## config.mk

```make
export PLATFORM = sky130hd
export DESIGN_NAME = section_table_address_translator_unit
export DESIGN_NICKNAME = d
export VERILOG_FILES = /design/src/stat_pkg.sv /design/src/section_table_address_translator_unit.sv
export SDC_FILE = /design/constraint.sdc
export NUM_CORES = 2
export LEC_CHECK = 0
export ABC_AREA = 1
export BUFFER_PORTS_ARGS = -buffer_cell sky130_fd_sc_hd__buf_2
export CAP_MARGIN = 20
export CORE_MARGIN = 4
export CORE_UTILIZATION = 36
export CTS_CLUSTER_DIAMETER = 120
export DETAILED_ROUTE_END_ITERATION = 7
export HOLD_SLACK_MARGIN = 0.15
export PLACE_DENSITY = 0.61
export SKIP_LAST_GASP = 1
export SYNTH_ARGS = -nofsm -noshare
export SYNTH_HDL_FRONTEND = slang
export SYNTH_SLANG_ARGS = --single-unit
```

## constraint.sdc

```tcl
create_clock -name clk -period 10.1 [get_ports clk]
set_input_delay 1.515 -clock clk [delete_from_list [all_inputs] [get_ports clk]]
set_output_delay 1.515 -clock clk [all_outputs]
set_load 0.03 [all_outputs]
```

## src/stat_pkg.sv

```systemverilog
`default_nettype none
package stat_pkg;

  localparam int MAX_SECTIONS = 16;
  localparam int SEC_AW = $clog2(MAX_SECTIONS);
  localparam int SEC_CW = $clog2(MAX_SECTIONS + 1);
  localparam int ALIGN_W = 17;

  localparam logic [2:0] CMD_CLEAR     = 3'd0;
  localparam logic [2:0] CMD_LOAD      = 3'd1;
  localparam logic [2:0] CMD_ADD       = 3'd2;
  localparam logic [2:0] CMD_VA2OFF    = 3'd3;
  localparam logic [2:0] CMD_OFF2VA    = 3'd4;
  localparam logic [2:0] CMD_OFF2INDEX = 3'd5;
  localparam logic [2:0] CMD_ALIGN     = 3'd6;

  localparam logic [1:0] REG_FILE_ALIGN    = 2'd0;
  localparam logic [1:0] REG_SECTION_ALIGN = 2'd1;

  typedef struct packed {
    logic [2:0]  cmd;
    logic [31:0] query_address;
    logic [31:0] entry_virtual_address;
    logic [31:0] entry_virtual_size;
    logic [31:0] entry_raw_pointer;
    logic [31:0] entry_raw_size;
    logic [31:0] new_section_size;
  } request_t;

  typedef struct packed {
    logic [31:0] result_value;
    logic [3:0]  section_index;
    logic        found;
    logic        error;
  } result_t;

  typedef struct packed {
    logic [31:0] va;
    logic [31:0] vs;
    logic [31:0] rp;
    logic [31:0] rs;
  } entry_t;

endpackage
`default_nettype wire

```

## src/section_table_address_translator_unit.sv

```systemverilog
`default_nettype none
// Section table translator. A command is taken when start is high and busy is low;
// its single result shows on result for one cycle with done high and cannot be
// stalled. The table sits in one 16-entry memory whose entries are read one at a
// time, each through a wait state and a read state; lookups scan from entry 0 and
// clear or load finish without a scan. Rounding uses a shared radix-2 remainder
// unit serially. Add section and align all round four values per entry.
module section_table_address_translator_unit import stat_pkg::*; (
  input  wire logic                    clk,
  input  wire logic                    rst,
  input  wire logic                    start,
  input  wire request_t                request,
  output logic                         busy,
  output logic                         done,
  output result_t                      result,
  input  wire logic                    cfg_valid,
  output logic                         cfg_ready,
  input  wire logic [1:0]              cfg_index,
  input  wire logic [ALIGN_W-1:0]      cfg_data
);

  typedef enum logic [5:0] {
    S_IDLE  = 6'b000001,
    S_WAIT  = 6'b000010,
    S_READ  = 6'b000100,
    S_LOAD  = 6'b001000,
    S_DIV   = 6'b010000,
    S_WRITE = 6'b100000
  } state_t;

  state_t              state;
  logic                fin;
  logic [SEC_AW-1:0]   idx;
  logic [SEC_CW-1:0]   count;
  logic [1:0]          k;
  entry_t              cur;
  entry_t              rd_data;
  entry_t              mem [MAX_SECTIONS];
  request_t            req;
  result_t             res;
  logic [31:0]         dv;
  logic [31:0]         tval;
  logic [ALIGN_W-1:0]  rem;
  logic [ALIGN_W-1:0]  gran;
  logic [4:0]          bitcnt;
  logic [ALIGN_W-1:0]  file_align;
  logic [ALIGN_W-1:0]  sect_align;

  logic                acc;
  logic                full;
  logic                last;
  logic                is_add;
  logic                mem_we;
  logic [SEC_AW-1:0]   waddr;
  entry_t              wdata;
  logic [31:0]         base;
  logic [31:0]         top;
  logic                hit;
  logic [31:0]         xlat;
  logic [31:0]         opnd;
  logic [ALIGN_W-1:0]  al;
  logic [ALIGN_W-1:0]  al_g;
  logic [ALIGN_W:0]    shifted;
  logic [ALIGN_W-1:0]  rem_next;
  logic [31:0]         rnd;

  assign busy      = (state != S_IDLE) || fin;
  assign done      = fin;
  assign result    = res;
  assign cfg_ready = 1'b1;

  assign acc    = start && !busy;
  assign full   = count == SEC_CW'(MAX_SECTIONS);
  assign last   = (SEC_CW'(idx) + SEC_CW'(1)) == count;
  assign is_add = req.cmd == CMD_ADD;

  always_comb begin
    mem_we = 1'b0;
    waddr  = idx;
    wdata  = cur;
    if (acc && request.cmd == CMD_LOAD && !full) begin
      mem_we = 1'b1;
      waddr  = count[SEC_AW-1:0];
      wdata  = '{va: request.entry_virtual_address, vs: request.entry_virtual_size,
                 rp: request.entry_raw_pointer, rs: request.entry_raw_size};
    end else if (state == S_WRITE) begin
      mem_we = 1'b1;
      waddr  = is_add ? count[SEC_AW-1:0] : idx;
    end
  end

  always_ff @(posedge clk) begin
    if (mem_we) begin
      mem[waddr] <= wdata;
    end
    rd_data <= mem[idx];
  end

  always_comb begin
    base = (req.cmd == CMD_VA2OFF) ? rd_data.va : rd_data.rp;
    top  = base + rd_data.rs;
    hit  = (req.query_address >= base) && (req.query_address < top);
    if (req.cmd == CMD_VA2OFF) begin
      xlat = req.query_address + rd_data.rp - rd_data.va;
    end else if (req.cmd == CMD_OFF2VA) begin
      xlat = req.query_address + rd_data.va - rd_data.rp;
    end else begin
      xlat = '0;
    end
  end

  always_comb begin
    case (k)
      2'd0: begin
        opnd = is_add ? cur.rp + cur.rs : cur.rp;
        al   = file_align;
      end
      2'd1: begin
        opnd = is_add ? cur.va + cur.vs : cur.va;
        al   = sect_align;
      end
      2'd2: begin
        opnd = is_add ? req.new_section_size : cur.rs;
        al   = file_align;
      end
      default: begin
        opnd = is_add ? cur.rs : cur.vs;
        al   = sect_align;
      end
    endcase
    al_g = (al == '0) ? ALIGN_W'(1) : al;
  end

  always_comb begin
    shifted = {rem, dv[31]};
    if (shifted >= {1'b0, gran}) begin
      rem_next = ALIGN_W'(shifted - {1'b0, gran});
    end else begin
      rem_next = shifted[ALIGN_W-1:0];
    end
    rnd = tval - {{(32-ALIGN_W){1'b0}}, rem_next};
  end

  always_ff @(posedge clk) begin
    if (rst) begin
      file_align <= ALIGN_W'(512);
      sect_align <= ALIGN_W'(4096);
    end else if (cfg_valid && cfg_ready) begin
      if (cfg_index == REG_FILE_ALIGN) begin
        file_align <= cfg_data;
      end else if (cfg_index == REG_SECTION_ALIGN) begin
        sect_align <= cfg_data;
      end
    end
  end

  always_ff @(posedge clk) begin
    if (rst) begin
      state <= S_IDLE;
      fin   <= 1'b0;
      count <= '0;
      idx   <= '0;
    end else begin
      case (state)
        S_IDLE: begin
          if (acc) begin
            req <= request;
            case (request.cmd)
              CMD_CLEAR: begin
                res   <= '0;
                count <= '0;
                fin   <= 1'b1;
              end
              CMD_LOAD: begin
                if (!full) begin
                  count <= count + SEC_CW'(1);
                  res   <= '{result_value: '0, section_index: 4'(count),
                             found: 1'b0, error: 1'b0};
                end else begin
                  res <= '{result_value: '0, section_index: '0, found: 1'b0, error: 1'b1};
                end
                fin <= 1'b1;
              end
              CMD_ADD: begin
                if (count == '0 || full) begin
                  res <= '{result_value: '0, section_index: '0, found: 1'b0, error: 1'b1};
                  fin <= 1'b1;
                end else begin
                  res   <= '0;
                  idx   <= SEC_AW'(count - SEC_CW'(1));
                  state <= S_WAIT;
                end
              end
              CMD_VA2OFF, CMD_OFF2VA, CMD_OFF2INDEX, CMD_ALIGN: begin
                res <= '0;
                if (count == '0) begin
                  fin <= 1'b1;
                end else begin
                  idx   <= '0;
                  state <= S_WAIT;
                end
              end
              default: begin
                res <= '0;
                fin <= 1'b1;
              end
            endcase
          end else begin
            fin <= 1'b0;
          end
        end
        S_WAIT: begin
          state <= S_READ;
        end
        S_READ: begin
          if (req.cmd == CMD_ADD || req.cmd == CMD_ALIGN) begin
            cur   <= rd_data;
            k     <= 2'd0;
            state <= S_LOAD;
          end else if (hit) begin
            res   <= '{result_value: xlat, section_index: 4'(idx), found: 1'b1, error: 1'b0};
            fin   <= 1'b1;
            state <= S_IDLE;
          end else if (last) begin
            fin   <= 1'b1;
            state <= S_IDLE;
          end else begin
            idx   <= idx + SEC_AW'(1);
            state <= S_WAIT;
          end
        end
        S_LOAD: begin
          gran   <= al_g;
          tval   <= opnd + {{(32-ALIGN_W){1'b0}}, al_g} - 32'd1;
          dv     <= opnd + {{(32-ALIGN_W){1'b0}}, al_g} - 32'd1;
          rem    <= '0;
          bitcnt <= '0;
          state  <= S_DIV;
        end
        S_DIV: begin
          rem    <= rem_next;
          dv     <= {dv[30:0], 1'b0};
          bitcnt <= bitcnt + 5'd1;
          if (bitcnt == 5'd31) begin
            case (k)
              2'd0:    cur.rp <= rnd;
              2'd1:    cur.va <= rnd;
              2'd2:    cur.rs <= rnd;
              default: cur.vs <= rnd;
            endcase
            if (k == 2'd3) begin
              state <= S_WRITE;
            end else begin
              k     <= k + 2'd1;
              state <= S_LOAD;
            end
          end
        end
        S_WRITE: begin
          if (is_add) begin
            res   <= '{result_value: cur.va, section_index: 4'(count),
                       found: 1'b0, error: 1'b0};
            count <= count + SEC_CW'(1);
            fin   <= 1'b1;
            state <= S_IDLE;
          end else if (last) begin
            res   <= '{result_value: cur.va + cur.vs, section_index: '0,
                       found: 1'b0, error: 1'b0};
            fin   <= 1'b1;
            state <= S_IDLE;
          end else begin
            idx   <= idx + SEC_AW'(1);
            state <= S_WAIT;
          end
        end
        default: begin
          state <= S_IDLE;
        end
      endcase
    end
  end

  a_done_ends: assert property (@(posedge clk) disable iff (rst) done |=> !done)
    else $error("done held for more than one cycle");
  a_accept_busy: assert property (@(posedge clk) disable iff (rst)
    (start && !busy) |=> busy)
    else $error("transfer accepted without going busy");
  a_flags: assert property (@(posedge clk) disable iff (rst)
    done |-> !(result.found && result.error))
    else $error("found and error both set");
  a_count: assert property (@(posedge clk) disable iff (rst)
    count <= SEC_CW'(MAX_SECTIONS))
    else $error("section count overflow");

endmodule
`default_nettype wire
```

After elaboration in Yosys (flattened, before gate mapping)
Memories as Yosys holds them, arrays and structs flattened. A register that Yosys moved wholly into a read port is not among the register bits.
Cells that the tools add are included.
{ "op_classes": {"addsub": 17, "magnitude_cmp": 3, "eq_ne": 45, "n_mux": 76, "n_bitwise": 2, "reduce_logical": 36} }
{ "ops": {"columns": ["cell", "count"], "rows": [
  ["$mux W128", 3],
  ["$mux W32", 11],
  ["$pmux W128 S2", 1],
  ["$mux W38", 5],
  ["$add A32 B32 Y32", 5],
  ["$pmux W38 S3", 1],
  ["$pmux W32 S3", 1],
  ["$pmux W32 S2", 1],
  ["$sub A32 B32 Y32", 2],
  ["$mux W17", 3],
  ["$mux W4", 11],
  ["$mux W6", 7],
  ["$pmux W6 S6", 1],
  ["$reduce_and A5 Y1", 7],
  ["$pmux W17 S2", 1],
  ["$add A32 B17 Y32", 1],
  ["$ge A32 B32 Y1", 1],
  ["$lt A32 B32 Y1", 1],
  ["$sub A32 B1 Y32 const B", 1],
  ["$sub A32 B17 Y32", 1],
  ["$pmux W5 S2", 3],
  ["$pmux W6 S2", 2],
  ["$ne A2 B2 Y1 const B", 10],
  ["$ge A18 B17 Y1", 1],
  ["other kinds (51)", 98]
]} }
{ "totals": {"reg_bits": 388, "ram_bits": 2048, "out_inout_bits": 41, "word_cells": 203, "n_memories": 1} }
{ "memory_table": {"columns": ["memory", "depth", "word_bits", "rd", "rd_ports_with_merged_regs", "wr", "line", "source"], "rows": [
  ["mem", 16, 128, 1, 1, 1, "section_table_address_translator_unit.sv:38", "entry_t mem [MAX_SECTIONS];"]
]} }

Logic depth before layout (Yosys ltp)
{ "logic_depth": {"ltp_word": 9, "ltp_mapped": 33, "mapped_depth_nobuf": 33} }

Least setup slack after synthesis
No wires, ideal clock.
{ "synth_timing": {"path_kind": "input -> register", "start": "in request[194] in the netlist's numbering", "end": "mem mem[13][0] in the netlist's numbering, enable pin", "arrival_ns": 7.963, "t_required_ns": 9.483, "setup_slack_ns": 1.519, "path_stages": 8, "path_buffers": 0, "cell_sequence": "nor3_1 nand2_1 nor2_4 nor2_4 nand2_1 o21a_1 nand3_1 nor2_1"} }
{ "synth_via": {"elab_chain_cells": 6, "elab_cells_between_ends": 7, "cone_classes": "eq/ne: 1; mux: 4; reduce/logical: 2"} }
{ "synth_lines": {"columns": ["item", "line", "source"], "rows": [
  ["start: declaration", "section_table_address_translator_unit.sv:12", "input wire request_t request,"],
  ["$eq A3 B1 Y1 *", "section_table_address_translator_unit.sv:81", "if (acc && request.cmd == CMD_LOAD && !full) begin"],
  ["$logic_and A1 B1 Y1 * (2 in series)", "section_table_address_translator_unit.sv:81", null],
  ["$mux W1", "section_table_address_translator_unit.sv:81", null],
  ["$mux W1", "section_table_address_translator_unit.sv:93", "if (mem_we) begin"],
  ["$mux W1 (not written as such)", "section_table_address_translator_unit.sv:94", "mem[waddr] <= wdata;"],
  ["end: declaration", "section_table_address_translator_unit.sv:38", null]
]} }
Mark *: on every way between the ends. The rest lies on a longest branch, timed or not.

Worst setup path after layout
{ "layout_timing": {"start": "reg req[194] in the netlist's numbering", "end": "reg res, in the netlist result[24], enable pin"} }
{ "layout_via": {"elab_chain_cells": 7, "elab_cells_between_ends": 13, "cone_classes": "add/sub: 1; order compare: 2; eq/ne: 6; mux: 1; reduce/logical: 3"} }
{ "layout_lines": {"columns": ["item", "line", "source"], "rows": [
  ["start: declaration", "section_table_address_translator_unit.sv:39", "request_t req;"],
  ["start signal: assignment", "section_table_address_translator_unit.sv:167", "req <= request;"],
  ["$eq A3 B2 Y1", "section_table_address_translator_unit.sv:100", "base = (req.cmd == CMD_VA2OFF) ? rd_data.va : rd_data.rp;"],
  ["$mux W32", "section_table_address_translator_unit.sv:100", null],
  ["$add A32 B32 Y32", "section_table_address_translator_unit.sv:101", "top = base + rd_data.rs;"],
  ["$lt A32 B32 Y1", "section_table_address_translator_unit.sv:102", "hit = (req.query_address >= base) && (req.query_address < top);"],
  ["$logic_and A1 B1 Y1", "section_table_address_translator_unit.sv:102", null],
  ["$ne A2 B2 Y1 (no line)", null, null],
  ["$reduce_and A6 Y1 (no line) *", null, null],
  ["end signal: assignment", "section_table_address_translator_unit.sv:177", "res <= '{result_value: '0, section_index: 4'(count),"],
  ["end signal: assignment", "section_table_address_translator_unit.sv:180", "res <= '{result_value: '0, section_index: '0, found: 1'b0, error: 1'b1};"],
  ["end signal: assignment", "section_table_address_translator_unit.sv:186", "res <= '{result_value: '0, section_index: '0, found: 1'b0, error: 1'b1};"],
  ["end: declaration", "section_table_address_translator_unit.sv:40", "result_t res;"]
]} }
Marks and branches as above.
A chain may end at the register's enable or synchronous reset.

==> metrics <==
worst setup margin ~3.6 ns; setup_tns 0 ns; GP Congestion around 1.0; RSZ-0062 raised after global routing no; vias in the first global route 79.4k; Die Wd 577 microns; main combinational cell family by area after synthesis compound AO/OA/AOI/OAI gates; fin. max-slew vios 0; top cell type by total area after synthesis edfxtp_1; Setup WS pre-CTS 3.61 ns; DR vias 85.3k; Nets 11.3k; Area Overhead vs Synth 13.1%; Worst Path Arrival 6.98 ns; Initial Util 36.3%; worst-path cell chain nor3_4, clkinv_2, o21ai_0, ha_1, a21oi_1, nand2_1, a21oi_1, o21ai_2, a21boi_2, o21ai_2, a21boi_1, o21ai_1, nand2_1, nand2_1, nand2_1, nand2_1, ha_1, a21oi_1, o21a_1, o221ai_1, a21oi_1, nand3_1, a211oi_4, buf_4; critical path startpoint category register; Lkg Pwr 0.0477 uW; Area contributors post-synth edfxtp_1 61%, o21ai_0 6.5%, nand2_1 4.7%, nor2_1 4.6%, ha_1 3.3%; Buf/Inv on CP 2; Synth Area in Compound Gates between 10 and 15%; Adder-Cell Fraction of Synth Area under 10%; multiplexer area fraction after synthesis 0.120%; Post-synth EDFFs around 2.4k; Cells after Synth 10.6k; Worst slew margin 3.21%; clock-pin slew on the worst setup and hold paths 0.06 ns; Synthesis Warnings 0; Cell Pwr Density ~250 nW/um^2; Critical Path RT 10.58 ns; CTS Buffer Depth 4; Worst path max stage delay 0.65 ns; initial antenna violation count 32; Worst VDD drop 0.229 mV; core area 322000 sq um; DRC Markers 0; Routed WL 429 mm; outcome completed; drt wl/cell 28.2 microns; Post-Synth Simple-Gate Area between 10% and 20%; post-CTS setup buffer count 0; initial drt markers between 9k and 10k; Resized Gates After CTS 0; root buffer cell clkbuf_16; Final Hold Vio Count 0; syn_nets 11.2k; Tot Pwr 33400 uW; WS Path Type reg -> reg; DP HPWL 287 mm; xor/xnor share of the synthesized area under 10%; CTS buffer count 271; cell family with most CP delay compound AO/OA/AOI/OAI gates; most frequent CP cell nand2_1; number of distinct library cells after synthesis 74; Routed Antenna Nets 0; CTS tree built; global-route wire length before repair 599 mm; Post-CTS Hold Buffers 0; 1st-pass router iterations 6; Ports 259; area fraction of the dominant cell type after synthesis 61.4%; Final setup viols 0; Placement Cell Area 123000 sq um; clk_lat worst skew 0.87 ns; Slowest-stage cell, CP clkinv_2; FFs w/ async S/R, synth 0%; post-route cell area 132000 sq um; Mapped Avg Cell Area approximately 11 sq um; largest net degree at the start of global routing 185; die area 333000 sq um; Worst-Margin Slew 1.44 ns; Seq/Total Area, Yosys 64.4%; Die Ht 577 microns; max-cap viol count 0; Worst Setup End Kind register; r2r setup slk 3.60 ns; total track usage 24.8%; std cell rows 208; Synth Register Bits 2564; period utilization 64.4%; Max FO, Critical Path 50; dominant synthesized flop cell edfxtp_1; Core Util, Final around 41%; Overflow after GRT 0; layout cells sized above 1 9.20%; TritonCTS Sinks 2564; Post-Syn Area between 100000 and 150000 sq um; Port-buffer cells 257; maximum clock frequency 154 MHz; fin crit period 6.50 ns; Worst Skew roughly 0.068 ns; H-Tree Depth 5; Vias/cell around 5.6; Hold/Removal Path Class reg -> reg
-- through the flow --
step / hold WS (ns) / instances
floorplan: 0.425 / 10600
global placement: 0.435 / 14700
detailed placement: 0.440 / 14700
CTS: 0.450 / 15200
global route: 0.463 / 15200
finish: 0.447 / 15200
-- cells in the mapped netlist, types with 11 or more instances --
library cell and instances:
mux2i_1 14, or2_2 13, nor4_1 11, nand3_2 12, clkbuf_1 428, nor2_1 1429, dfxtp_1 178, o21ai_2 17
edfxtp_1 2386, inv_2 35, buf_2 113, ha_1 311, buf_1 11, a31oi_1 27, o21ai_1 60, inv_1 670
o211ai_1 122, a21oi_1 395, nand2_1 1474, and2_1 11, a21oi_2 14, o22ai_1 361, nand3b_1 14, nand4_1 39
o21a_1 30, xor2_1 73, nor3_1 49, nand3_1 210, o221ai_1 233, fa_1 68, o21bai_1 23, a21o_1 24
xnor2_1 61, o21ai_0 1505, o2111ai_1 13
-- state kept, by name, indices dropped and copies added (netlist names), 32 cells and up --
name     count
tval        32
dv          32
rd_data    128
mem       2048
result      38
req         67
cur        128
-- final cells by class --
cell class,instances,area [sq um]
fill,30700,190000
sequential,2564,75200
multi-input combinational,6721,36800
clock buffer,359,7530
tap,4305,5390
timing repair buffer,434,3040
inverter,709,2700
clock inverter,123,1340
antenna,6,15.0
-- cell families (layout without fill, tap and decap cells) --
group | Yosys count | after routing
fa+ha+maj | 379 | 379
simple gates | 3306 | 3306
other cells | 1 | 7
compound gates | 2887 | 2887
xor+xnor | 134 | 134
flops | 2564 | 2564
mux | 14 | 14
buf+inv | 1269 | 1625
-- placed cells by master, fill, tap and decap left out, types with 49 or more instances in the layout --
cell          n
fa_1         68
o211ai_1    122
o221ai_1    233
nand3_1     210
o22ai_1     361
ha_1        310
clkbuf_1     55
buf_4       141
nor2_1     1410
dfxtp_1     174
xnor2_1      61
nor3_1       49
clkbuf_16   279
buf_2       258
o21ai_1      75
edfxtp_1   2386
o21ai_0    1489
nand2_1    1474
xor2_1       73
inv_1       668
a21oi_1     391
-- worst min-delay path, cell delays in order, from the launching register on --
cell and delay [ns]:
dfxtp_1 0.30, inv_1 0.05, a21oi_1 0.05
-- layer usage --
layer	global-route usage (%)	share of wire (%)	up-vias
met4	14.3	6.9	12
met3	4.05	8.3	765
met5	0	0.021	-
met1	33.4	41	42400
li1	-	-	38200
met2	38.1	44	3886
-- final timing paths --
kind / depth (start not counted) / start / to
setup / recovery: 24 / req[194]$_DFFE_PP_ / result[24]$_DFFE_PP_
hold / removal: 2 / file_align[3]$_SDFFE_PP0P_ / file_align[3]$_SDFFE_PP0P_
setup reg to reg: 24 / req[194]$_DFFE_PP_ / result[24]$_DFFE_PP_
hold reg to reg: 2 / file_align[3]$_SDFFE_PP0P_ / file_align[3]$_SDFFE_PP0P_
-- power breakdown --
group | switching, uW | internal (uW) | total, uW
Sequential | 830 | 12100 | 12900
Clock | 4210 | 5870 | 10100
Combinational | 7170 | 3240 | 10400
Power figures use the tool's default switching activity.
